**src/hw/rtl/imu_pkg.sv**
```systemverilog
// Package for the invariant mass unit: field widths, root cell word type.
// Depends on nothing; every other file of the block refers to it by scoped names.
`timescale 1ns / 1ps
`default_nettype none

package imu_pkg;

	// width of one momentum component; every other width follows from it
	localparam int COMP_W = 16;
	localparam int EN_W   = COMP_W - 1;       // energy
	localparam int SQ_W   = 2 * COMP_W - 1;   // square of a component, unsigned
	localparam int ESQ_W  = 2 * EN_W;         // square of the energy
	localparam int MSQ_W  = 2 * COMP_W + 1;   // signed squared mass
	localparam int MASS_W = COMP_W - 1;       // floor root
	localparam int ROOT_W = 2 * COMP_W - 2;   // non-negative squared mass
	localparam int CELLS  = MASS_W;           // one root digit per cell

	// leading test bit of the digit-by-digit root: the highest even power below 2^ROOT_W
	localparam logic [ROOT_W-1:0] ROOT_BIT0 = ROOT_W'(1) << (2 * (MASS_W - 1));

	// word handed from cell to cell
	typedef struct packed {
		logic [ROOT_W-1:0]       rem;      // remainder still to resolve
		logic [ROOT_W-1:0]       root;     // partial root, scaled
		logic [ROOT_W-1:0]       tbit;     // current test bit
		logic signed [MSQ_W-1:0] msq;      // squared mass, carried along
		logic                    neg;      // squared mass below zero
	} root_word_t;

endpackage

`default_nettype wire

```
**src/hw/rtl/imu_front.sv**
```systemverilog
// Front end: squares the four components and forms the signed squared mass
// over three stages. Depends on imu_pkg.
`timescale 1ns / 1ps
`default_nettype none

module imu_front (
	input  wire logic                              clk,
	input  wire logic                              arst_n,
	input  wire logic                              vec_valid,
	output      logic                              vec_ready,
	input  wire logic [imu_pkg::EN_W-1:0]          energy,
	input  wire logic signed [imu_pkg::COMP_W-1:0] mom_x,
	input  wire logic signed [imu_pkg::COMP_W-1:0] mom_y,
	input  wire logic signed [imu_pkg::COMP_W-1:0] mom_z,
	output      logic                              word_valid,
	input  wire logic                              word_ready,
	output      imu_pkg::root_word_t               word
);

	logic vld_s1, vld_s2, vld_s3;
	logic adv_s1, adv_s2, adv_s3;

	logic [imu_pkg::ESQ_W-1:0]        esq_s1;
	logic [imu_pkg::SQ_W-1:0]         xsq_s1, ysq_s1, zsq_s1;
	logic signed [imu_pkg::MSQ_W-1:0] part_a_s2;
	logic [imu_pkg::SQ_W:0]           part_b_s2;
	logic signed [imu_pkg::MSQ_W-1:0] msq_s3;

	logic signed [2*imu_pkg::COMP_W-1:0] xsq_full, ysq_full, zsq_full;

	// a stage takes a new word when it is empty or its word moves on
	assign adv_s3 = !vld_s3 || word_ready;
	assign adv_s2 = !vld_s2 || adv_s3;
	assign adv_s1 = !vld_s1 || adv_s2;
	assign vec_ready = adv_s1;

	assign xsq_full = mom_x * mom_x;
	assign ysq_full = mom_y * mom_y;
	assign zsq_full = mom_z * mom_z;

	always_ff @(posedge clk or negedge arst_n) begin
		if (!arst_n) begin
			vld_s1 <= 1'b0;
			vld_s2 <= 1'b0;
			vld_s3 <= 1'b0;
		end else begin
			if (adv_s1) vld_s1 <= vec_valid;
			if (adv_s2) vld_s2 <= vld_s1;
			if (adv_s3) vld_s3 <= vld_s2;
		end
	end

	always_ff @(posedge clk) begin
		if (adv_s1) begin
			esq_s1 <= energy * energy;
			xsq_s1 <= xsq_full[imu_pkg::SQ_W-1:0];
			ysq_s1 <= ysq_full[imu_pkg::SQ_W-1:0];
			zsq_s1 <= zsq_full[imu_pkg::SQ_W-1:0];
		end
		if (adv_s2) begin
			part_a_s2 <= $signed(imu_pkg::MSQ_W'(esq_s1)) - $signed(imu_pkg::MSQ_W'(xsq_s1));
			part_b_s2 <= (imu_pkg::SQ_W+1)'(ysq_s1) + (imu_pkg::SQ_W+1)'(zsq_s1);
		end
		if (adv_s3) begin
			msq_s3 <= part_a_s2 - $signed(imu_pkg::MSQ_W'(part_b_s2));
		end
	end

	// a negative squared mass enters the root chain as zero
	always_comb begin
		word.msq  = msq_s3;
		word.neg  = msq_s3[imu_pkg::MSQ_W-1];
		word.rem  = word.neg ? '0 : msq_s3[imu_pkg::ROOT_W-1:0];
		word.root = '0;
		word.tbit = imu_pkg::ROOT_BIT0;
	end

	assign word_valid = vld_s3;

endmodule

`default_nettype wire

```
**config.mk**
```make
export PLATFORM = sky130hd
export DESIGN_NAME = imu_front
export DESIGN_NICKNAME = d
export VERILOG_FILES = /design/src/hw/rtl/imu_pkg.sv /design/src/hw/rtl/imu_front.sv
export SDC_FILE = /design/constraint.sdc
export NUM_CORES = 2
export LEC_CHECK = 0
export ABC_CLOCK_PERIOD_IN_PS = 9200
export BUFFER_PORTS_ARGS = -buffer_cell sky130_fd_sc_hd__buf_2
export CAP_MARGIN = 0
export CORE_ASPECT_RATIO = 0.75
export CORE_MARGIN = 2
export CORE_UTILIZATION = 65
export CTS_CLUSTER_SIZE = 12
export DETAILED_ROUTE_END_ITERATION = 8
export PLACE_DENSITY = 0.88
export SYNTH_ARGS = -nofsm -noshare
export SYNTH_HDL_FRONTEND = slang
export SYNTH_SLANG_ARGS = --single-unit
```
**constraint.sdc**
```tcl
create_clock -name clk -period 9.2 [get_ports clk]
set_input_delay 1.84 -clock clk [delete_from_list [all_inputs] [get_ports clk]]
set_output_delay 1.84 -clock clk [all_outputs]
set_load 0.005 [all_outputs]
```
==> reports/metrics.yaml <==
use_met2: 0.4688
grt_util_met1: 0.4170
routed_via_density: 5.573
ant_nets: 0
critPathKind: "primary input to register"
clock_latency_ps: 540
io_buffers: 132
synth-edff-count: 216
clk_path_buf_depth: 3
setup.worst_path.end_class: "register"
wl_um: 95350
cts_tree: "built"
core_area_mm2: 0.06659
yosysTopAreaCell: "fa_1"
reg2regPathDepth: 11
drv_cap: 0
area_growth_syn_to_layout_pct: 4.453
max_clock_freq_mhz: 123.6
finalCritPeriodShare: 0.8795
grtUsageMet3: 0.04067
min_to: "vld_s2"
fin_skew_ps: 16.18
r2r-start: "part_b_s2[0]"
report.final.slew_viol_count: 0
top_usage_layer: "met2"
start_kind: "primary input"
final-setup-viol-count: 0
reg2reg_slack_ps: 5540
slew_headroom: 0.2417
ys_ff_latch: 219
drc: 19
worstHoldPathType: "register to register"
yosys.area.top_type_share: 0.3812
rsz0062_at_grt: "false"
synthArstFlopShare: 0.01370
grt_util_all_layers: 0.2906
ctsResizeCount: 0
crit_required_ps: 9480
crit_path_max_fanout: 16
die-area_mm2: 0.06916
clockRootBuffer: "clkbuf_16"
vias: 30386
yosys_most_used_dff: "edfxtp_1"
post_cts_buffers: 0
htreeDepth: 1
ys.warnings.count: 0
firstDrtPassIters: 8
whs_ps: 486.5
synth_cell_types: 81
synthCells: 4484
wire_per_inst_um: 17.49
place_congestion: 0.9797
die_h_um: 228.3
stdcell_count: 5452
numCtsBuffers: 24
yosysSeqAreaShare: 0.1505
drive_gt1_frac: 0.04622
status: "finished, violations left"
violations: "design-rule violations"
timing.final.crit_period_ps: 8091
nFillCells: 4831
tightest_slew_ps: 1137
holdCritStartpoint: "vld_s1"
gr-total-overflow: 0
syn_area_per_cell_um2: 9.720
cp_data_arrival_time_ps: 8370
drt_iter0_drc: 2442
reg2reg_to: "msq_s3[30]"
grt_antenna_before_repair: 5
ios: 193
yosys-top-cells-area: "fa_1 38%, edfxtp_1 15%, ha_1 12%"
grt_pass1_wl_um: 160800
hold_viol_final: 0
setup_ws_ps: 1109
hold_buffers: 0
cts.sinks: 219
synthesis.area_mm2: 0.04358
clk_pin_slew_ps: 70
finalNetCount: 5882
dp_cells: 5406
grt_pass1_vias: 32546
start_util: 0.6545
fin_tns_setup_ps: 0
core.rowCount: 82
grt_max_degree: 86
dpl.hpwl_um: 80600
holdPathStages: 1
dpl_worst_slack_ps: 723.7
die_x_um: 303
[per-stage QoR]
step,cell area (µm²),util
finish,45520,0.6837
global route,45520,0.6837
CTS,45510,0.6835
detailed placement,44790,0.6727
global placement,44790,0.6727
floorplan,43800,-
[cell usage in the layout, fill, tap and decap left out, types with 5 or more instances in the layout]
cell type,Yosys,final
nor2b_1,59,59
o21a_1,29,29
conb_1,2,60
o31ai_1,9,9
a31oi_1,13,13
nor3_1,30,30
a21oi_1,148,148
o211ai_1,10,10
and2_1,159,159
a211oi_1,18,18
a21o_1,69,69
or2_2,11,11
ha_1,435,435
edfxtp_1,216,216
a31o_2,11,11
xor2_1,74,74
fa_1,830,830
diode_2,0,5
nand2_1,361,361
o21ai_0,62,62
clkinv_1,2,6
buf_4,61,5
nand3b_1,5,5
nand4_1,11,11
nand3_1,30,30
clkbuf_1,93,7
o21bai_1,27,27
o31a_1,5,5
xnor2_1,162,162
o41ai_1,7,7
and3_1,14,14
a211o_1,9,9
inv_1,1242,1242
nand2b_1,24,24
clkbuf_16,0,25
nor2_1,172,172
buf_2,0,132
[critical path: stages]
cell,delay [ps]
buf_2,100
inv_1,450
nor2_1,200
fa_1,720
inv_1,120
fa_1,580
inv_1,290
fa_1,500
fa_1,500
fa_1,500
inv_1,60
fa_1,470
inv_1,50
ha_1,340
a21o_1,200
a21oi_1,290
nor2_1,90
a21oi_1,180
nand3b_1,230
a221o_1,390
a21oi_1,180
xnor2_1,90
[Yosys cell counts (all sizes together), types with 8 or more instances]
cell and count:
clkbuf 93, o21a 29, o21ai 66, nand3 30
nand4 11, o21bai 27, or2 12, o41ai 8
o31ai 11, nand2 361, a21oi 149, a211o 9
inv 1242, nand2b 24, nor3 30, fa 830
and3 14, a31oi 13, buf 62, xor2 74
a31o 12, nor2 172, ha 435, a21o 69
xnor2 162, o211ai 10, edfxtp 216, a211oi 18
and2 159, nor2b 59
[kinds of logic (layout without fill, tap and decap cells)]
| kind of cell | Yosys count | after routing | synth area share |
|---|---|---|---|
| buf+inv | 1399 | 1422 | 0.1257 |
| fa+ha+maj | 1265 | 1265 | 0.5061 |
| simple gates | 894 | 894 | 0.09663 |
| compound gates | 465 | 465 | 0.07232 |
| xor+xnor | 236 | 236 | 0.04743 |
| flops | 219 | 219 | 0.1505 |
| mux | 4 | 4 | 0.001033 |
| other cells | 2 | 65 | 0.0001723 |
[state kept, by name, indices dropped and copies added (netlist names)]
register	count
word_valid	1
msq_s3	33
vld_s2	1
vld_s1	1
ysq_s1	30
part_a_s2	32
zsq_s1	30
xsq_s1	30
esq_s1	29
part_b_s2	32
[per-layer routing]
| layer | part of all wire | routed length (µm) | vias up |
|---|---|---|---|
| li1 | - | - | 13645 |
| met4 | 0.029 | 2791 | 0 |
| met5 | 0 | 0 | - |
| met1 | 0.42 | 39850 | 15226 |
| met3 | 0.081 | 7749 | 205 |
| met2 | 0.47 | 44960 | 1310 |
[area by class of cell]
class / count / area [µm²] / area share
sequential: 219 / 6561 / 0.1441
inverter: 1244 / 4669 / 0.1026
timing repair buffer: 137 / 698.2 / 0.01534
antenna: 5 / 12.51 / 0.0002748
clock inverter: 9 / 67.56 / 0.001484
tap: 882 / 1104 / 0.02424
clock buffer: 32 / 651.9 / 0.01432
multi-input combinational: 2924 / 31760 / 0.6976
[how the worst max path moves through the flow]
| stage | from | end | slack [ps] | depth (start not counted) |
|---|---|---|---|---|
| 2_1_floorplan | mom_y[3] | ysq_s1[30] | 1540 | 23 |
| 3_3_place_gp | mom_z[15] | zsq_s1[30] | 1040 | 22 |
| 3_5_place_dp | mom_z[15] | zsq_s1[30] | 720 | 22 |
| 4_1_cts | mom_z[15] | zsq_s1[30] | 1230 | 22 |
| 5_1_grt | mom_z[15] | zsq_s1[30] | 800 | 22 |
| 6_report | mom_z[15] | zsq_s1[30] | 1110 | 22 |
Power is not shown: default switching activity piles up to over one toggle a cycle in this logic, so the estimate is an artifact.
