File: config.mk
export PLATFORM = sky130hd
export DESIGN_NAME = imu_root_cell
export DESIGN_NICKNAME = d
export VERILOG_FILES = /design/src/hw/rtl/imu_pkg.sv /design/src/hw/rtl/imu_root_cell.sv
export SDC_FILE = /design/constraint.sdc
export NUM_CORES = 1
export LEC_CHECK = 0
export BUFFER_PORTS_ARGS = -buffer_cell sky130_fd_sc_hd__buf_2
export CAP_MARGIN = 40
export CORE_MARGIN = 2
export CORE_UTILIZATION = 48
export DETAILED_ROUTE_END_ITERATION = 8
export GPL_ROUTABILITY_DRIVEN = 1
export HOLD_SLACK_MARGIN = 0.06
export PLACE_DENSITY = 0.85
export SYNTH_ARGS = -nofsm -noshare
export SYNTH_HDL_FRONTEND = slang
export SYNTH_SLANG_ARGS = --single-unit
File: constraint.sdc
create_clock -name clk -period 5.3 [get_ports clk]
set_input_delay 1.06 -clock clk [delete_from_list [all_inputs] [get_ports clk]]
set_output_delay 1.06 -clock clk [all_outputs]
set_load 0.05 [all_outputs]
File: src/hw/rtl/imu_pkg.sv
// Package for the invariant mass unit: field widths, root cell word type.
// Depends on nothing; every other file of the block refers to it by scoped names.
`timescale 1ns / 1ps
`default_nettype none

package imu_pkg;

	// width of one momentum component; every other width follows from it
	localparam int COMP_W = 16;
	localparam int EN_W   = COMP_W - 1;       // energy
	localparam int SQ_W   = 2 * COMP_W - 1;   // square of a component, unsigned
	localparam int ESQ_W  = 2 * EN_W;         // square of the energy
	localparam int MSQ_W  = 2 * COMP_W + 1;   // signed squared mass
	localparam int MASS_W = COMP_W - 1;       // floor root
	localparam int ROOT_W = 2 * COMP_W - 2;   // non-negative squared mass
	localparam int CELLS  = MASS_W;           // one root digit per cell

	// leading test bit of the digit-by-digit root: the highest even power below 2^ROOT_W
	localparam logic [ROOT_W-1:0] ROOT_BIT0 = ROOT_W'(1) << (2 * (MASS_W - 1));

	// word handed from cell to cell
	typedef struct packed {
		logic [ROOT_W-1:0]       rem;      // remainder still to resolve
		logic [ROOT_W-1:0]       root;     // partial root, scaled
		logic [ROOT_W-1:0]       tbit;     // current test bit
		logic signed [MSQ_W-1:0] msq;      // squared mass, carried along
		logic                    neg;      // squared mass below zero
	} root_word_t;

endpackage

`default_nettype wire

File: src/hw/rtl/imu_root_cell.sv
// One cell of the square-root chain: resolves one root digit and hands the
// word on. Depends on imu_pkg.
`timescale 1ns / 1ps
`default_nettype none

module imu_root_cell (
	input  wire logic                clk,
	input  wire logic                arst_n,
	input  wire logic                prev_valid,
	output      logic                prev_ready,
	input  wire imu_pkg::root_word_t prev_word,
	output      logic                next_valid,
	input  wire logic                next_ready,
	output      imu_pkg::root_word_t next_word
);

	logic                      vld_q;
	imu_pkg::root_word_t       word_q;
	imu_pkg::root_word_t       word_nx;
	logic [imu_pkg::ROOT_W:0]  trial;

	assign prev_ready = !vld_q || next_ready;

	// subtract root plus test bit when it fits, then shift root and test bit
	always_comb begin
		word_nx = prev_word;
		trial   = (imu_pkg::ROOT_W+1)'(prev_word.root) + (imu_pkg::ROOT_W+1)'(prev_word.tbit);
		if ((imu_pkg::ROOT_W+1)'(prev_word.rem) >= trial) begin
			word_nx.rem  = prev_word.rem - trial[imu_pkg::ROOT_W-1:0];
			word_nx.root = (prev_word.root >> 1) + prev_word.tbit;
		end else begin
			word_nx.root = prev_word.root >> 1;
		end
		word_nx.tbit = prev_word.tbit >> 2;
	end

	always_ff @(posedge clk or negedge arst_n) begin
		if (!arst_n) begin
			vld_q <= 1'b0;
		end else if (prev_ready) begin
			vld_q <= prev_valid;
		end
	end

	always_ff @(posedge clk) begin
		if (prev_ready) word_q <= word_nx;
	end

	assign next_valid = vld_q;
	assign next_word  = word_q;

endmodule

`default_nettype wire

==> results.txt <==
- Sorting the synthesized cells by how often they occur yields sky130_fd_sc_hd__edfxtp_1 (122), sky130_fd_sc_hd__nand2_1 (98), sky130_fd_sc_hd__ha_1 (89).
- Total count of hold-check failures in the final report: 0
* Endpoints failing setup: 0
* Estimated wirelength of the detail-placed design: 18.74 mm
- Global-route wire length before repair: between 30 and 40 mm
- After detailed routing, no signal wire sits above met4.
- Summed over all nets, wire length on met3 after detailed routing comes to 1.461 mm.
- Of the available clock period, the critical path in the final layout requires 0.9360.
* Required time of the critical path: 5.53 ns
- IR analysis of the VDD net gives a maximum drop of around 280 uV.
- Synthesis produced a netlist whose cell count is 883.
- Placed Cells: 1,404
- In this run the remaining antenna-violating nets after routing total 0.
- CTS saw 123 sinks.
- Layout fillers: roughly 1,400
* CTS tree: done
* Reg clk slew, reported paths: 0.06 ns
* Most frequently used cell type in the post-synthesis netlist: sky130_fd_sc_hd__edfxtp_1
* Final design area excluding fillers: approximately 11,000 um^2
* N_diodes: 0
- Async S/R FF share, synth: 0.008130
* Number of nets in the layout: 1,414
- The synthesized netlist occupies a cell area of just under 9000 um^2.
- Top-area cell type share of the netlist area: 0.4141
* Die boundary width: 139.8 um
* Count of final max-slew check failures: 0
- Setup repair after global routing left no endpoint under its margin.
* R2R cell count: 2
- Arrival time reported for the critical path endpoint: 5.19 ns
- The total overflow left after global routing is 0.
- Detailed-route vias per instance: about 5.6
- In this run the worst hold path is classified as input port to async pin.
- Layout Cells excl Fill: around 1,400
- Layout Skew: 0.009725 ns
- Of the cells placed in the final design, the portion with a size suffix greater than 1 is 0.3041.
- Entering global routing, the biggest net connects 65 pins.
- Effective utilization at floorplan: 0.4908
* Initial DRC count: 547
- Area after detailed placement: 10,810 um^2
- Yosys mapped a number of flops with a built-in enable equal to 122.
- The analysis attributes to cell leakage a power of 5.314 nW.
- Portion of the post-synthesis area used by sequential elements: 0.4169
- Die outline height: between 100 and 150 um
- From synthesis to final layout, the design area changed by 29.73%.
* Number of antenna violations at the first check in global routing: 0
- Top fanout value on the critical path: 27
- The via count of the first global-routing pass was 7,698.
* Warning count from the yosys run: 0
* Met1 WL: between 10 and 15 mm
- The number of different library cells used by synthesis comes to 68.
- In this run the tightest slew margin relative to its limit is 0.4231.
* Run status: finished clean
- For the pin with the worst max-slew slack, the measured transition is 0.8654 ns.
- Min cycle time layout: roughly 5 ns
- Count of TritonRoute iterations in the first routing pass: 5
- Number of H-tree levels: 4
- TritonCTS created 17 clock buffers.
* Sort of element at the end of the critical path: flip-flop
- Each instance of the synthesized netlist takes up on average 10.02 um^2.
- Detailed route wirelength on metal2: 11.06 mm
- For this design the top-level I/O count stands at 254.
- Maximum buffer depth of the clock tree: 2
* Dominant cell type by area after synthesis: sky130_fd_sc_hd__edfxtp_1
* Power per cell area: 393.4 nW/um^2
* Clock network latency to the later pin of the worst-skew pair: roughly 0.42 ns
- After clock tree synthesis, the flow added hold-fix buffers numbering 0.
- Type of the worst setup path: input port to flip-flop
* Placeable core region: about 18,000 um^2
- The worst setup path is launched from an input port.
- Timing would allow up to ~0.20 GHz.
* Max-capacitance violation count: 0
- Global routing usage summed across all routing layers: 0.2414
- Synth top area cells: sky130_fd_sc_hd__edfxtp_1 (41%), sky130_fd_sc_hd__ha_1 (13%), sky130_fd_sc_hd__o21ai_0 (4.9%), sky130_fd_sc_hd__a21oi_1 (4.2%), sky130_fd_sc_hd__nand2_1 (4.2%)
* Via count: 8,065
- Count of unresolved DRC violations after routing: 0
* Weighted congestion reported at the end of routability-driven placement: 0.9600
- CTS root buf: sky130_fd_sc_hd__clkbuf_16
- Wire per inst: 16.68 um
- Synthesis inferred 123 register bits.
* Drt total wl: 23.95 mm
- The die covers 19,530 um^2.
- Flip-flop cell with the highest count after synthesis: sky130_fd_sc_hd__edfxtp_1
* Input/output buffers: about 250
- Placement Rows: 49
==> repair_timing <==
item	CTS	global route
buffers inserted	0	0
endpoints found under the setup margin	0	41
hold endpoints to repair	0	0
gates resized for setup	0	6
==> cell type report <==
| type | count | area [um^2] | share of cell area |
|---|---|---|---|
| Clock buffer | 17 | 425.4 | 0.03707 |
| Multi-Input combinational cell | 710 | 4966 | 0.4327 |
| Inverter | 21 | 78.83 | 0.006868 |
| Sequential cell | 123 | 3689 | 0.3214 |
| Clock inverter | 15 | 212.7 | 0.01853 |
| Tap cell | 229 | 286.5 | 0.02496 |
| Timing Repair Buffer | 321 | 1819 | 0.1585 |
==> cell families after synthesis <==
logic type | Yosys count | share of synthesized area
AOI/OAI and AO/OA | 311 | 0.2219
and+or+nand+nor | 227 | 0.1223
DFF | 123 | 0.4169
adders and majority gates | 92 | 0.1327
xor gates and xnor gates | 74 | 0.07326
buffers and inverters | 51 | 0.02758
muxes | 4 | 0.004950
other | 1 | 0.0004239
==> report_power, final <==
group          leakage, nW  total, mW  internal (mW)  switching, mW
clock                0.301       1.26          0.796          0.468
combinational         3.77       1.96          0.686           1.28
sequential            1.24       1.29           1.25         0.0355
==> per-layer routing <==
metal	vias to the layer above	global-route usage
met5	-	0
li1	3969	-
met1	3740	0.3312
met4	0	0.08421
met2	319	0.3869
met3	37	0.04233
==> path summary, 6_finish.rpt <==
path	from	end	slack (ns)
max	prev_word[34]	next_word[92]$_DFFE_PP_	0.34
min in group clk	next_valid$_DFFE_PN0P_	next_word[41]$_DFFE_PP_	0.68
min	arst_n	next_valid$_DFFE_PN0P_	0.40
min reg2reg	next_valid$_DFFE_PN0P_	next_word[41]$_DFFE_PP_	0.68
max in group asynchronous	arst_n	next_valid$_DFFE_PN0P_	4.82
max reg2reg	next_valid$_DFFE_PN0P_	next_word[89]$_DFFE_PP_	3.65
==> flip-flops by register name, indices dropped and copies added (netlist names) <==
| name | count |
|---|---|
| next_valid | 1 |
| next_word | 122 |
==> worst max-delay path, cell delays in order <==
cell,delay (ns)
sky130_fd_sc_hd__buf_2,0.10
sky130_fd_sc_hd__ha_1,0.21
sky130_fd_sc_hd__inv_1,0.07
sky130_fd_sc_hd__fa_1,0.20
sky130_fd_sc_hd__nor2b_2,0.07
sky130_fd_sc_hd__o31ai_4,0.30
sky130_fd_sc_hd__a211oi_1,0.16
sky130_fd_sc_hd__o31a_1,0.33
sky130_fd_sc_hd__nor3b_2,0.23
sky130_fd_sc_hd__o31ai_2,0.10
sky130_fd_sc_hd__buf_4,0.16
sky130_fd_sc_hd__a21o_1,0.17
sky130_fd_sc_hd__a21oi_1,0.18
sky130_fd_sc_hd__xor2_1,0.10
sky130_fd_sc_hd__ha_1,0.33
sky130_fd_sc_hd__a21oi_1,0.07
sky130_fd_sc_hd__o21ai_0,0.25
sky130_fd_sc_hd__o21ai_1,0.11
sky130_fd_sc_hd__a21oi_2,0.18
sky130_fd_sc_hd__o211ai_4,0.11
sky130_fd_sc_hd__buf_12,0.18
sky130_fd_sc_hd__buf_12,0.16
sky130_fd_sc_hd__o41ai_1,0.34
==> stage by stage <==
stage / util / power [mW] / TNS (ns) / setup slack [ns] / hold WS (ns)
floorplan: - / 2.705 / 0 / 0.1854 / 0.7644
global placement: 0.5996 / 3.204 / -0.05974 / -0.05974 / 0.6598
detailed placement: 0.5996 / 3.238 / -6.451 / -0.2325 / 0.6617
CTS: 0.6350 / 4.519 / 0 / 0.1980 / 0.3822
global route: 0.6367 / 4.744 / 0 / 0.03985 / 0.3862
finish: 0.6367 / 4.515 / 0 / 0.3392 / 0.3954
==> placed cells by master, fill, tap and decap left out, types with 17 or more instances in the layout <==
master | synthesis | routed
sky130_fd_sc_hd__inv_1 | 21 | 21
sky130_fd_sc_hd__o21ai_0 | 87 | 87
sky130_fd_sc_hd__ha_1 | 89 | 89
sky130_fd_sc_hd__buf_2 | 4 | 251
sky130_fd_sc_hd__nand2_1 | 98 | 98
sky130_fd_sc_hd__buf_4 | 2 | 67
sky130_fd_sc_hd__edfxtp_1 | 122 | 122
sky130_fd_sc_hd__nor2_1 | 37 | 37
sky130_fd_sc_hd__a21oi_1 | 75 | 73
sky130_fd_sc_hd__a21o_1 | 43 | 43
sky130_fd_sc_hd__nand2b_1 | 18 | 17
sky130_fd_sc_hd__xnor2_1 | 35 | 34
sky130_fd_sc_hd__xor2_1 | 39 | 39
sky130_fd_sc_hd__clkbuf_16 | 0 | 17
Note: power is estimated with default switching activity, not from simulation.
